==> config.mk <==
export PLATFORM = sky130hd
export DESIGN_NAME = lru_key_value_cache
export DESIGN_NICKNAME = d
export VERILOG_FILES = /design/src/hw/rtl/lrukv_pkg.sv /design/src/hw/rtl/lrukv_cell.sv /design/src/hw/rtl/lru_key_value_cache.sv
export SDC_FILE = /design/constraint.sdc
export NUM_CORES = 2
export LEC_CHECK = 0
export BUFFER_PORTS_ARGS = -buffer_cell sky130_fd_sc_hd__buf_2
export CELL_PAD_IN_SITES_DETAIL_PLACEMENT = 1
export CELL_PAD_IN_SITES_GLOBAL_PLACEMENT = 1
export CORE_ASPECT_RATIO = 0.5
export CORE_MARGIN = 3
export CORE_UTILIZATION = 49
export DETAILED_ROUTE_END_ITERATION = 16
export MAX_ROUTING_LAYER = met4
export PLACE_DENSITY = 0.82
export SYNTH_ARGS = -nofsm -noshare
export SYNTH_HDL_FRONTEND = slang
export SYNTH_HIERARCHICAL = 1
export SYNTH_SLANG_ARGS = --single-unit
==> constraint.sdc <==
create_clock -name clk -period 7.96 [get_ports clk]
set_input_delay 0.398 -clock clk [delete_from_list [all_inputs] [get_ports clk]]
set_output_delay 0.398 -clock clk [all_outputs]
set_load 0.02 [all_outputs]
==> src/hw/rtl/lrukv_pkg.sv <==
// ----------------------------------------------------------------------------
// lrukv_pkg: shared types and constants for the lru key-value cache
// widths of the payload fields, request kind codes and the cell control group
// ----------------------------------------------------------------------------
package lrukv_pkg;

    localparam int DATA_W = 32;
    localparam int CAP_W  = 5;

    // request kinds
    localparam logic KIND_GET = 1'b0;
    localparam logic KIND_PUT = 1'b1;

    // returned by a get that misses
    localparam logic [DATA_W-1:0] MISS_VALUE = '1;

    // control group broadcast from the top level to every cell
    typedef struct packed {
        logic lookup;   // register the key compare
        logic move;     // close the gap at the hit (or front) and load the top cell
        logic append;   // load the first empty cell
    } lrukv_ctl_t;

endpackage

==> src/hw/rtl/lrukv_cell.sv <==
// ----------------------------------------------------------------------------
// lrukv_cell: one entry of the recency-ordered row
// holds valid, key and value; compares against the request key and shifts
// towards the least recent end when a gap opens below it
// ----------------------------------------------------------------------------
module lrukv_cell
    import lrukv_pkg::*;
(
    input  logic              clk,
    input  logic              rst_n,
    input  lrukv_ctl_t        ctl,
    input  logic [DATA_W-1:0] cmp_key,
    input  logic [DATA_W-1:0] new_key,
    input  logic [DATA_W-1:0] new_value,
    input  logic              ge_in,
    output logic              ge_out,
    input  logic              valid_lo,
    input  logic              valid_hi,
    input  logic [DATA_W-1:0] key_hi,
    input  logic [DATA_W-1:0] value_hi,
    output logic              valid,
    output logic [DATA_W-1:0] key,
    output logic [DATA_W-1:0] value,
    output logic              match
);

    logic              valid_reg;
    logic              valid_next;
    logic              match_reg;
    logic              match_next;
    logic [DATA_W-1:0] key_reg;
    logic [DATA_W-1:0] key_next;
    logic [DATA_W-1:0] value_reg;
    logic [DATA_W-1:0] value_next;
    logic              ge_self;
    logic              shift;
    logic              load_top;
    logic              load_app;

    // at or above the removed position
    assign ge_self  = ge_in | match_reg;
    assign ge_out   = ge_self;
    assign shift    = ctl.move & ge_self & valid_hi;
    assign load_top = ctl.move & valid_reg & ~valid_hi;
    assign load_app = ctl.append & ~valid_reg & valid_lo;

    always_comb
    begin
        valid_next = valid_reg | load_app;
        match_next = ctl.lookup ? (valid_reg && (key_reg == cmp_key)) : match_reg;
        key_next   = key_reg;
        value_next = value_reg;
        priority if (shift)
        begin
            key_next   = key_hi;
            value_next = value_hi;
        end
        else if (load_top || load_app)
        begin
            key_next   = new_key;
            value_next = new_value;
        end
        else
        begin
            key_next   = key_reg;
            value_next = value_reg;
        end
    end

    always_ff @(posedge clk or negedge rst_n)
    begin
        if (!rst_n)
        begin
            valid_reg <= 1'b0;
            match_reg <= 1'b0;
        end
        else
        begin
            valid_reg <= valid_next;
            match_reg <= match_next;
        end
    end

    always_ff @(posedge clk)
    begin
        key_reg   <= key_next;
        value_reg <= value_next;
    end

    assign valid = valid_reg;
    assign key   = key_reg;
    assign value = value_reg;
    assign match = match_reg;

endmodule

==> src/hw/rtl/lru_key_value_cache.sv <==
// ----------------------------------------------------------------------------
// lru_key_value_cache: fully associative key-value store, lru replacement
// a row of cells ordered by recency, least recent at cell 0
// ----------------------------------------------------------------------------
// usage
//   input channel: in_valid / in_stall, beat carries kind, key, value
//   output channel: out_valid / out_stall, beat carries found, result_value,
//   evicted, evicted_key; exactly one output beat per input beat, in order
//   config: cfg_wr_en / cfg_wr_data write the capacity register, only while idle
// timing
//   an input beat is taken in the cycle the block is idle; every cell compares
//   its key in that cycle and registers the match
//   the update state then closes the gap in the row, loads the top cell and
//   writes the result register once that register is free; no new beat is taken
//   until the update is done, as the compare-then-shift pass holds one item at a time
//   out_valid is registered and rises when the update writes the result register
// stall: the result register holds while out_stall is high; a following item
//   may be taken and compared but waits in its update cycle for the register
// reset: the row is empty, capacity resets to 16
// ----------------------------------------------------------------------------
module lru_key_value_cache
    import lrukv_pkg::*;
#(
    parameter int ENTRIES = 16
)
(
    input  logic                     clk,
    input  logic                     rst_n,
    // config
    input  logic                     cfg_wr_en,
    input  logic [CAP_W-1:0]         cfg_wr_data,
    // input channel
    input  logic                     in_valid,
    output logic                     in_stall,
    input  logic                     kind,
    input  logic signed [DATA_W-1:0] key,
    input  logic signed [DATA_W-1:0] value,
    // output channel
    output logic                     out_valid,
    input  logic                     out_stall,
    output logic                     found,
    output logic signed [DATA_W-1:0] result_value,
    output logic                     evicted,
    output logic signed [DATA_W-1:0] evicted_key
);

    localparam int CNT_W = $clog2(ENTRIES + 1);
    localparam int CMP_W = (CNT_W > CAP_W) ? CNT_W : CAP_W;
    localparam logic [CMP_W-1:0] ENTRIES_C = CMP_W'(ENTRIES);

    typedef enum logic [1:0] {
        ST_IDLE   = 2'b01,
        ST_UPDATE = 2'b10
    } state_t;

    state_t            state_reg;
    state_t            state_next;
    logic [CAP_W-1:0]  capacity_reg;
    logic [CNT_W-1:0]  count_reg;
    logic [CNT_W-1:0]  count_next;
    logic              req_kind_reg;
    logic [DATA_W-1:0] req_key_reg;
    logic [DATA_W-1:0] req_value_reg;

    logic              out_valid_reg;
    logic              out_valid_next;
    logic              found_reg;
    logic [DATA_W-1:0] result_value_reg;
    logic              evicted_reg;
    logic [DATA_W-1:0] evicted_key_reg;

    // row wiring
    logic [ENTRIES-1:0] cell_valid;
    logic [ENTRIES-1:0] cell_match;
    logic [ENTRIES-1:0] ge_chain;
    logic [DATA_W-1:0]  cell_key   [ENTRIES];
    logic [DATA_W-1:0]  cell_value [ENTRIES];

    lrukv_ctl_t        ctl;
    logic              accept;
    logic              slot_free;
    logic              do_update;
    logic              hit;
    logic [DATA_W-1:0] hit_value;
    logic [CMP_W-1:0]  cap_eff;
    logic              over_cap;
    logic              evict;
    logic              row_empty;
    logic              evict_front;
    logic [DATA_W-1:0] top_value;

    assign in_stall  = (state_reg != ST_IDLE);
    assign accept    = in_valid & ~in_stall;
    assign slot_free = ~out_valid_reg | ~out_stall;
    assign do_update = (state_reg == ST_UPDATE) & slot_free;

    // effective capacity saturates at the row length
    assign cap_eff  = (CMP_W'(capacity_reg) > ENTRIES_C) ? ENTRIES_C : CMP_W'(capacity_reg);
    assign over_cap = (CMP_W'(count_reg) >= cap_eff);

    assign hit       = |cell_match;
    assign row_empty = ~cell_valid[0];
    assign evict     = (req_kind_reg == KIND_PUT) & ~hit & over_cap;
    // eviction of a stored entry drops cell 0 and moves everything down
    assign evict_front = evict & ~row_empty;

    // value of the single matching cell
    always_comb
    begin
        hit_value = '0;
        for (int i = 0; i < ENTRIES; i++)
        begin
            hit_value = hit_value | (cell_value[i] & {DATA_W{cell_match[i]}});
        end
    end

    // get keeps the stored value, put rewrites it
    assign top_value = (req_kind_reg == KIND_PUT) ? req_value_reg : hit_value;

    always_comb
    begin
        ctl.lookup = accept;
        ctl.move   = do_update & (hit | evict_front);
        ctl.append = do_update & (req_kind_reg == KIND_PUT) & ~hit & ~over_cap;
    end

    // recency row
    for (genvar i = 0; i < ENTRIES; i++)
    begin : g_cell
        logic              ge_in;
        logic              valid_lo;
        logic              valid_hi;
        logic [DATA_W-1:0] key_hi;
        logic [DATA_W-1:0] value_hi;

        if (i == 0)
        begin : g_first
            assign ge_in    = evict_front;
            assign valid_lo = 1'b1;
        end
        else
        begin : g_mid
            assign ge_in    = ge_chain[i-1];
            assign valid_lo = cell_valid[i-1];
        end

        if (i == ENTRIES - 1)
        begin : g_last
            assign valid_hi = 1'b0;
            assign key_hi   = '0;
            assign value_hi = '0;
        end
        else
        begin : g_inner
            assign valid_hi = cell_valid[i+1];
            assign key_hi   = cell_key[i+1];
            assign value_hi = cell_value[i+1];
        end

        lrukv_cell u_cell (
            .clk       (clk),
            .rst_n     (rst_n),
            .ctl       (ctl),
            .cmp_key   (key),
            .new_key   (req_key_reg),
            .new_value (top_value),
            .ge_in     (ge_in),
            .ge_out    (ge_chain[i]),
            .valid_lo  (valid_lo),
            .valid_hi  (valid_hi),
            .key_hi    (key_hi),
            .value_hi  (value_hi),
            .valid     (cell_valid[i]),
            .key       (cell_key[i]),
            .value     (cell_value[i]),
            .match     (cell_match[i])
        );
    end

    // sequencing
    always_comb
    begin
        state_next = state_reg;
        unique case (state_reg)
            ST_IDLE:
            begin
                if (accept)
                begin
                    state_next = ST_UPDATE;
                end
            end
            ST_UPDATE:
            begin
                if (slot_free)
                begin
                    state_next = ST_IDLE;
                end
            end
            default:
            begin
                state_next = ST_IDLE;
            end
        endcase
    end

    assign count_next = ctl.append ? count_reg + CNT_W'(1) : count_reg;

    always_comb
    begin
        out_valid_next = out_valid_reg & out_stall;
        if (do_update)
        begin
            out_valid_next = 1'b1;
        end
    end

    always_ff @(posedge clk or negedge rst_n)
    begin
        if (!rst_n)
        begin
            state_reg     <= ST_IDLE;
            capacity_reg  <= CAP_W'(16);
            count_reg     <= '0;
            out_valid_reg <= 1'b0;
        end
        else
        begin
            state_reg     <= state_next;
            count_reg     <= count_next;
            out_valid_reg <= out_valid_next;
            if (cfg_wr_en)
            begin
                capacity_reg <= cfg_wr_data;
            end
        end
    end

    // request and result payload
    always_ff @(posedge clk)
    begin
        if (accept)
        begin
            req_kind_reg  <= kind;
            req_key_reg   <= key;
            req_value_reg <= value;
        end
        if (do_update)
        begin
            found_reg <= hit;
            if (req_kind_reg == KIND_GET)
            begin
                result_value_reg <= hit ? hit_value : MISS_VALUE;
            end
            else
            begin
                result_value_reg <= '0;
            end
            evicted_reg <= evict;
            if (!evict)
            begin
                evicted_key_reg <= '0;
            end
            else if (row_empty)
            begin
                evicted_key_reg <= req_key_reg;
            end
            else
            begin
                evicted_key_reg <= cell_key[0];
            end
        end
    end

    assign out_valid    = out_valid_reg;
    assign found        = found_reg;
    assign result_value = result_value_reg;
    assign evicted      = evicted_reg;
    assign evicted_key  = evicted_key_reg;

endmodule

Word level (Yosys, flattened, before mapping) --
Index checks and enable logic that the tools add are counted.
Word-level totals: register bits 1200, output and inout bits 68, input port bits 75, word-level logic and storage cells 403
Cells by class: add/subtract/negate cells 1, bitwise logic cells 187, reductions and logical operators 49, $lt $le $gt $ge 2, equality and inequality tests 21, mux-type cells 68
Operators by type and width (count):
- 32-bit two-way mux | 63
- 32-bit AND | 16
- 32-bit equality test | 16
- 32-bit bitwise OR | 15
- 1-bit AND | 102
- 1-bit bitwise OR | 33
- 2-bit nonzero test | 15
- 1-bit NOT | 21
- 1-bit logical AND | 16
- 1-bit logical OR | 16
- 16-bit OR reduction | 1
- 5-bit by 1-bit adder with 5-bit output (second input constant) | 1
- 5-bit >= comparator | 1
- 5-bit > comparator (second input constant) | 1
- 5-bit two-way mux | 1
- 2-bit two-way mux | 2
- 2-bit != test (second input constant) | 2
- 2-bit one-hot mux with 2 select lines | 1
- 2-bit by 1-bit equality test with 1-bit output (second input constant) | 1
- 2-bit equality test (second input constant) | 1
- 2-bit by 1-bit != test with 1-bit output (second input constant) | 1
- 2-bit AND reduction | 1
- 1-bit two-way mux | 1

Depth between registers and ports, before layout --
word-level depth 23, gate-level depth with buffers 45, gate-level depth less buffers 42

Modules after synthesis --
Netlist, hierarchy kept.
By module, submodules not included:
- lrukv_cell | times used 16, cells an instance 189, sequential area each 1971.9 µm², area each 3141.8 µm²
- lru_key_value_cache | times used 1, cells an instance 801, sequential area each 4261.6 µm², area each 8749.6 µm²

Worst setup path before layout --
OpenSTA, ideal clock, no wires.
path kind reg-to-reg, from reg capacity_reg[4], to reg g_cell[14].u_cell.key_reg[0] (enable), library setup time 1.045 ns, cell stages (with the launch flop) 43, slack 0.383 ns, data arrival time 6.532 ns, data required time 6.915 ns, path through dfstp_2 -> inv_1 -> nand2_1 -> ha_1 -> a21o_1 -> a31oi_1 -> o21ai_1 -> nand2b_4 -> buf_6 -> buf_8 -> nor2_2 -> nor2_1 -> inv_2 -> nor2_1 -> inv_2 -> nor2_1 -> inv_2 -> nor2_1 -> (+7 left out) -> nor2_1 -> inv_2 -> nor2_1 -> inv_2 -> nor2_1 -> inv_2 -> nor2_1 -> inv_2 -> nor2_1 -> inv_2 -> nor2_1 -> inv_2 -> nor2_1 -> inv_2 -> nor2_1 -> nand2_1 -> o211ai_1 -> o21ai_0
Between the ends: longest elaborated chain between the ends 23, elaborated cells between the ends (all ways) 32, classes of those cells order compare: 2; mux: 1; bitwise: 27; reduce/logical: 2
RTL lines:
- start: declaration | RTL line lru_key_value_cache.sv:58 | logic [CAP_W-1:0] capacity_reg;
- start signal: assignment | RTL line lru_key_value_cache.sv:233 | capacity_reg <= cfg_wr_data;
- 5-bit > comparator | RTL line lru_key_value_cache.sv:98 | assign cap_eff = (CMP_W'(capacity_reg) > ENTRIES_C) ? ENTRIES_C : CMP_W'(capacity_reg);
- 5-bit two-way mux * | RTL line lru_key_value_cache.sv:98
- 5-bit >= comparator * | RTL line lru_key_value_cache.sv:99 | assign over_cap = (CMP_W'(count_reg) >= cap_eff);
- 1-bit AND * | RTL line lru_key_value_cache.sv:103 | assign evict = (req_kind_reg == KIND_PUT) & ~hit & over_cap;
- 1-bit AND * | RTL line lru_key_value_cache.sv:105 | assign evict_front = evict & ~row_empty;
- via evict_front | RTL line lru_key_value_cache.sv:89 | logic evict_front;
- 1-bit bitwise OR * | RTL line lrukv_cell.sv:41 | assign ge_self = ge_in | match_reg;
- via g_cell[1].ge_in | RTL line lru_key_value_cache.sv:130 | logic ge_in;
- (+1 left out)
- via g_cell[2].ge_in | RTL line lru_key_value_cache.sv:130
- (+1 left out)
- via g_cell[3].ge_in | RTL line lru_key_value_cache.sv:130
- (+1 left out)
- via g_cell[4].ge_in | RTL line lru_key_value_cache.sv:130
- (+1 left out)
- via g_cell[5].ge_in | RTL line lru_key_value_cache.sv:130
- (+1 left out)
- via g_cell[6].ge_in | RTL line lru_key_value_cache.sv:130
- (+1 left out)
- via g_cell[7].ge_in | RTL line lru_key_value_cache.sv:130
- (+1 left out)
- via g_cell[8].ge_in | RTL line lru_key_value_cache.sv:130
- (+1 left out)
- via g_cell[9].ge_in | RTL line lru_key_value_cache.sv:130
- (+1 left out)
- via g_cell[10].ge_in | RTL line lru_key_value_cache.sv:130
- (+1 left out)
- via g_cell[11].ge_in | RTL line lru_key_value_cache.sv:130
- (+1 left out)
- via g_cell[12].ge_in | RTL line lru_key_value_cache.sv:130
- 1-bit bitwise OR * | RTL line lrukv_cell.sv:41
- via g_cell[13].ge_in | RTL line lru_key_value_cache.sv:130
- 1-bit bitwise OR * | RTL line lrukv_cell.sv:41
- via g_cell[14].ge_in | RTL line lru_key_value_cache.sv:130
- 1-bit bitwise OR * | RTL line lrukv_cell.sv:41
- 1-bit AND * (2 in a row) | RTL line lrukv_cell.sv:43 | assign shift = ctl.move & ge_self & valid_hi;
- 2-bit nonzero test (no line) *
- end signal: assignment | RTL line lrukv_cell.sv:86 | key_reg <= key_next;
- end: declaration | RTL line lrukv_cell.sv:31 | logic [DATA_W-1:0] key_reg;
Mark *: on every way through the listed nets, which the timed path passes. The rest lies on a longest branch. A chain may end at the register's enable or synchronous reset.

Worst setup path after layout --
from reg capacity_reg[4], to reg g_cell[14].u_cell.key_reg[12], data pin
Between the ends: longest elaborated chain between the ends 23, elaborated cells between the ends (all ways) 25, classes of those cells order compare: 2; mux: 2; bitwise: 21
RTL lines:
- 5-bit > comparator | RTL line lru_key_value_cache.sv:98
- 5-bit two-way mux * | RTL line lru_key_value_cache.sv:98
- 5-bit >= comparator * | RTL line lru_key_value_cache.sv:99
- 1-bit AND * | RTL line lru_key_value_cache.sv:103
- 1-bit AND * | RTL line lru_key_value_cache.sv:105
- via evict_front | RTL line lru_key_value_cache.sv:89
- 1-bit bitwise OR * | RTL line lrukv_cell.sv:41
- via g_cell[1].ge_in | RTL line lru_key_value_cache.sv:130
- (+1 left out)
- via g_cell[2].ge_in | RTL line lru_key_value_cache.sv:130
- (+1 left out)
- via g_cell[3].ge_in | RTL line lru_key_value_cache.sv:130
- (+1 left out)
- via g_cell[4].ge_in | RTL line lru_key_value_cache.sv:130
- (+1 left out)
- via g_cell[5].ge_in | RTL line lru_key_value_cache.sv:130
- (+1 left out)
- via g_cell[6].ge_in | RTL line lru_key_value_cache.sv:130
- (+1 left out)
- via g_cell[7].ge_in | RTL line lru_key_value_cache.sv:130
- (+1 left out)
- via g_cell[8].ge_in | RTL line lru_key_value_cache.sv:130
- (+1 left out)
- via g_cell[9].ge_in | RTL line lru_key_value_cache.sv:130
- (+1 left out)
- via g_cell[10].ge_in | RTL line lru_key_value_cache.sv:130
- (+1 left out)
- via g_cell[11].ge_in | RTL line lru_key_value_cache.sv:130
- (+1 left out)
- via g_cell[12].ge_in | RTL line lru_key_value_cache.sv:130
- (+1 left out)
- via g_cell[13].ge_in | RTL line lru_key_value_cache.sv:130
- 1-bit bitwise OR * | RTL line lrukv_cell.sv:41
- via g_cell[14].ge_in | RTL line lru_key_value_cache.sv:130
- 1-bit bitwise OR * | RTL line lrukv_cell.sv:41
- via g_cell[15].ge_in | RTL line lru_key_value_cache.sv:130
- 1-bit AND * (2 in a row) | RTL line lrukv_cell.sv:43
- 32-bit two-way mux * | RTL line lrukv_cell.sv:53 | priority if (shift)
- via g_cell[14].u_cell.key_next[12] | RTL line lrukv_cell.sv:32 | logic [DATA_W-1:0] key_next;
Marks and branches as above.

==> results.yml <==
power:
  total_power_w: 0.0140
  leakagePower_nw: 22.5
  p_per_area_mw_per_mm2: 212
  ir_drop_mv: 0.174
place:
  placed_area_mm2: 0.0620
  gp_congestion: 0.835
  dp_hpwl_um: 106000
  placed_cells: 5514
  portBuffers: 142
cts:
  cts_num_sinks: 1200
  htreeDepth: 3
  cts_buffers: 110
  clk-insertion-delay-late_ns: 0.74
  clockRootBuffer: "clkbuf_16"
  post_cts_resized: 0
  clockBufferDepth: 3
  cts_tree: "built"
  path_clk_slew_ns: 0.07
global_route:
  grt.total_usage_pct: 30.7
  antenna_found_initial: 7
  grt-ovfl-total: 0
  grt_pass1_wl_um: 277000
  grt_max_degree: 65
  grt_pass1_vias: 40200
floorplanning:
  num_rows: 89
  die_w_um: 497
  dieHeight_um: 251
  start_util_pct: 49.7
  core_area_mm2: 0.119
  ios: 143
  die-area_mm2: 0.125
critical_path:
  worst_ep_arrival_time_ns: 7.69
  worst_path_max_delay_cell: "dfstp_2"
  endpoint_kind: "flop"
  cp-start-kind: "flop"
  critical_path_class: "reg -> reg"
  critPathMaxStageDelay_ns: 0.54
  required_ns: 8.42
  crit_fanout: 32
drt:
  drc: 0
  detail_route.wirelength_um: 191000
  antenna_left: 0
  dr.first_iter.drc_count: 4462
  vias: 37700
  wire_per_inst_um: 33.0
  firstDrtPassIters: 5
  viasPerCell: 6.52
yosys:
  ys_types: 44
  ys_seq_area_share_pct: 60.7
  synth_edf_count: 1155
  synth_top_flop_cell: "edfxtp_1"
  synth_area_per_cell_um2: 15.4
  syn_area_mm2: 0.0590
  syn_inst: 3825
  ys_seq_elements: 1200
  async_flop_share_pct: 3.75
  synth_warnings: 6
sta:
  finalSetupViolCount: 0
  clock_skew_ns: 0.0332
  worstMarginPinSlew_ns: 4.43
  hold_viol_final: 0
  rsz0062_at_grt: "false"
  relSlewSlack_pct: -196
  finalSetupTns_ns: 0
  fmax_ghz: 0.138
  min_period_over_period_pct: 90.8
  finalCriticalPeriod_ns: 7.22
  final-max-slew-violation-count: 65
layout:
  final_cells: 5780
  layout.nets: 4166
  drive_gt1_share_pct: 14.1
  fin_util_pct: 55.8
  syn_to_final_growth_pct: 12.3
  final_cell_area_mm2: 0.0663
  fillers: 11200
run_status:
  status: "finished with violations"
  violations: "max-slew violations"
run:
  drv_cap: 0
worst_hold_path:
  holdCritPathClass: "in -> reg"
[cell families after synthesis]
group / after synthesis / synth area share (%)
buffers and inverters: 218 / 1.71
adders and majority gates: 6 / 0.127
DFF: 1200 / 60.7
and+or+nand+nor: 447 / 4.82
AOI/OAI and AO/OA: 375 / 4.82
other: 2 / 0.0127
xor gates and xnor gates: 516 / 7.66
muxes: 1061 / 20.2
[timing repair]
| item | CTS | global route |
|---|---|---|
| setup endpoints to repair | 0 | 32 |
| hold endpoints to repair | 83 | 0 |
| buffers inserted | 0 | 3 |
| hold buffers | 47 | 0 |
[cell usage after synthesis, types with 3 or more instances]
| cell type | instances | area [µm²] |
|---|---|---|
| a21oi_1 | 33 | 165 |
| a221oi_1 | 64 | 561 |
| a22o_1 | 64 | 561 |
| a22oi_1 | 128 | 961 |
| buf_2 | 100 | 500 |
| buf_6 | 3 | 33.8 |
| clkbuf_1 | 72 | 270 |
| dfrtp_1 | 43 | 1080 |
| edfxtp_1 | 1155 | 34700 |
| ha_1 | 6 | 75.1 |
| inv_1 | 23 | 86.3 |
| inv_2 | 17 | 63.8 |
| mux2_1 | 961 | 10800 |
| mux2_2 | 68 | 766 |
| mux2i_1 | 32 | 320 |
| nand2_1 | 41 | 154 |
| nand2b_1 | 20 | 125 |
| nand3_1 | 98 | 490 |
| nand4_1 | 48 | 300 |
| nand4_4 | 16 | 340 |
| nor2_1 | 86 | 323 |
| nor2_4 | 28 | 315 |
| nor4_1 | 83 | 519 |
| nor4_4 | 4 | 85.1 |
| o211ai_1 | 16 | 120 |
| o21ai_0 | 49 | 245 |
| o22ai_2 | 16 | 200 |
| or4_1 | 16 | 120 |
| xnor2_1 | 193 | 1690 |
| xor2_1 | 323 | 2830 |
[worst paths after layout]
path                                                  start  cells past startpoint  slack (ns)                             endpoint
worst max-delay path            capacity_reg[4]$_DFFE_PN1P_                     41        0.74  g_cell[14].u_cell/key[12]$_DFFE_PP_
worst min-delay path                                 key[0]                      1        0.20             req_key_reg[0]$_DFFE_PP_
worst max register to register  capacity_reg[4]$_DFFE_PN1P_                     41        0.74  g_cell[14].u_cell/key[12]$_DFFE_PP_
worst min register to register     count_reg[4]$_DFFE_PN0P_                      1        0.51             count_reg[4]$_DFFE_PN0P_
max in group asynchronous                             rst_n                      3        7.12  g_cell[13].u_cell/match$_DFFE_PN0P_
min in group asynchronous                             rst_n                      3        0.30          capacity_reg[2]$_DFFE_PN0P_
[worst max-delay path: cells and delay by family (launching register included)]
kind,cells,cell delay (ns)
AO/OA/AOI/OAI,3,0.62
adder cells (fa/ha/maj),1,0.25
AND/OR/NAND/NOR,19,3.35
multiplexers,1,0.37
flip-flops,1,0.54
buffers and inverters,17,1.77
[routing by layer]
metal,up-vias,GRT usage [%],wire length (µm)
li1,15400,-,-
met5,-,-,0
met1,19600,38.6,74000
met2,2122,50.1,91400
met3,545,4.73,16300
met4,0,12.8,9110
[stage by stage]
step,worst slack (ns),hold slack [ns]
2_1_floorplan,0.383,0.102
3_3_place_gp,1.19,0.466
3_5_place_dp,0.860,0.473
4_1_cts,0.751,0.151
5_1_grt,0.200,0.182
6_report,0.735,0.199
[report_power, final]
group / switching, W / total (W) / internal (W)
clock: 0.00251 / 0.00564 / 0.00313
combinational: 0.000733 / 0.00120 / 0.000465
sequential: 0.000123 / 0.00720 / 0.00708
[cell usage in the layout, fill, tap and decap left out, types with 17 or more instances in the layout]
| cell type | n |
|---|---|
| edfxtp_1 | 1155 |
| mux2_1 | 961 |
| xor2_1 | 323 |
| xnor2_1 | 193 |
| buf_2 | 142 |
| a22oi_1 | 128 |
| clkbuf_16 | 111 |
| nor2_1 | 84 |
| nand3_1 | 83 |
| nor4_1 | 83 |
| buf_4 | 69 |
| mux2_2 | 68 |
| conb_1 | 68 |
| a22o_1 | 64 |
| a221oi_1 | 64 |
| nand4_1 | 48 |
| dlygate4sd3_1 | 47 |
| nand2_1 | 41 |
| a21oi_1 | 33 |
| o21ai_0 | 33 |
| mux2i_1 | 32 |
| nor2_4 | 30 |
| clkinv_2 | 27 |
| dfrtp_1 | 26 |
| clkbuf_1 | 22 |
| inv_1 | 21 |
| nand2b_1 | 20 |
| inv_2 | 18 |
| dfrtp_2 | 17 |
[area by class of cell]
class	count	area, µm²	area share (%)
Antenna cell	8	20.0	0.0302
Clock buffer	137	2920	4.40
Clock inverter	70	811	1.22
Inverter	40	153	0.230
Multi-Input combinational cell	2474	22800	34.5
Sequential cell	1200	35800	54.1
Tap cell	1592	1990	3.01
Timing Repair Buffer	259	1720	2.59
Power figures use the tool's default switching activity.
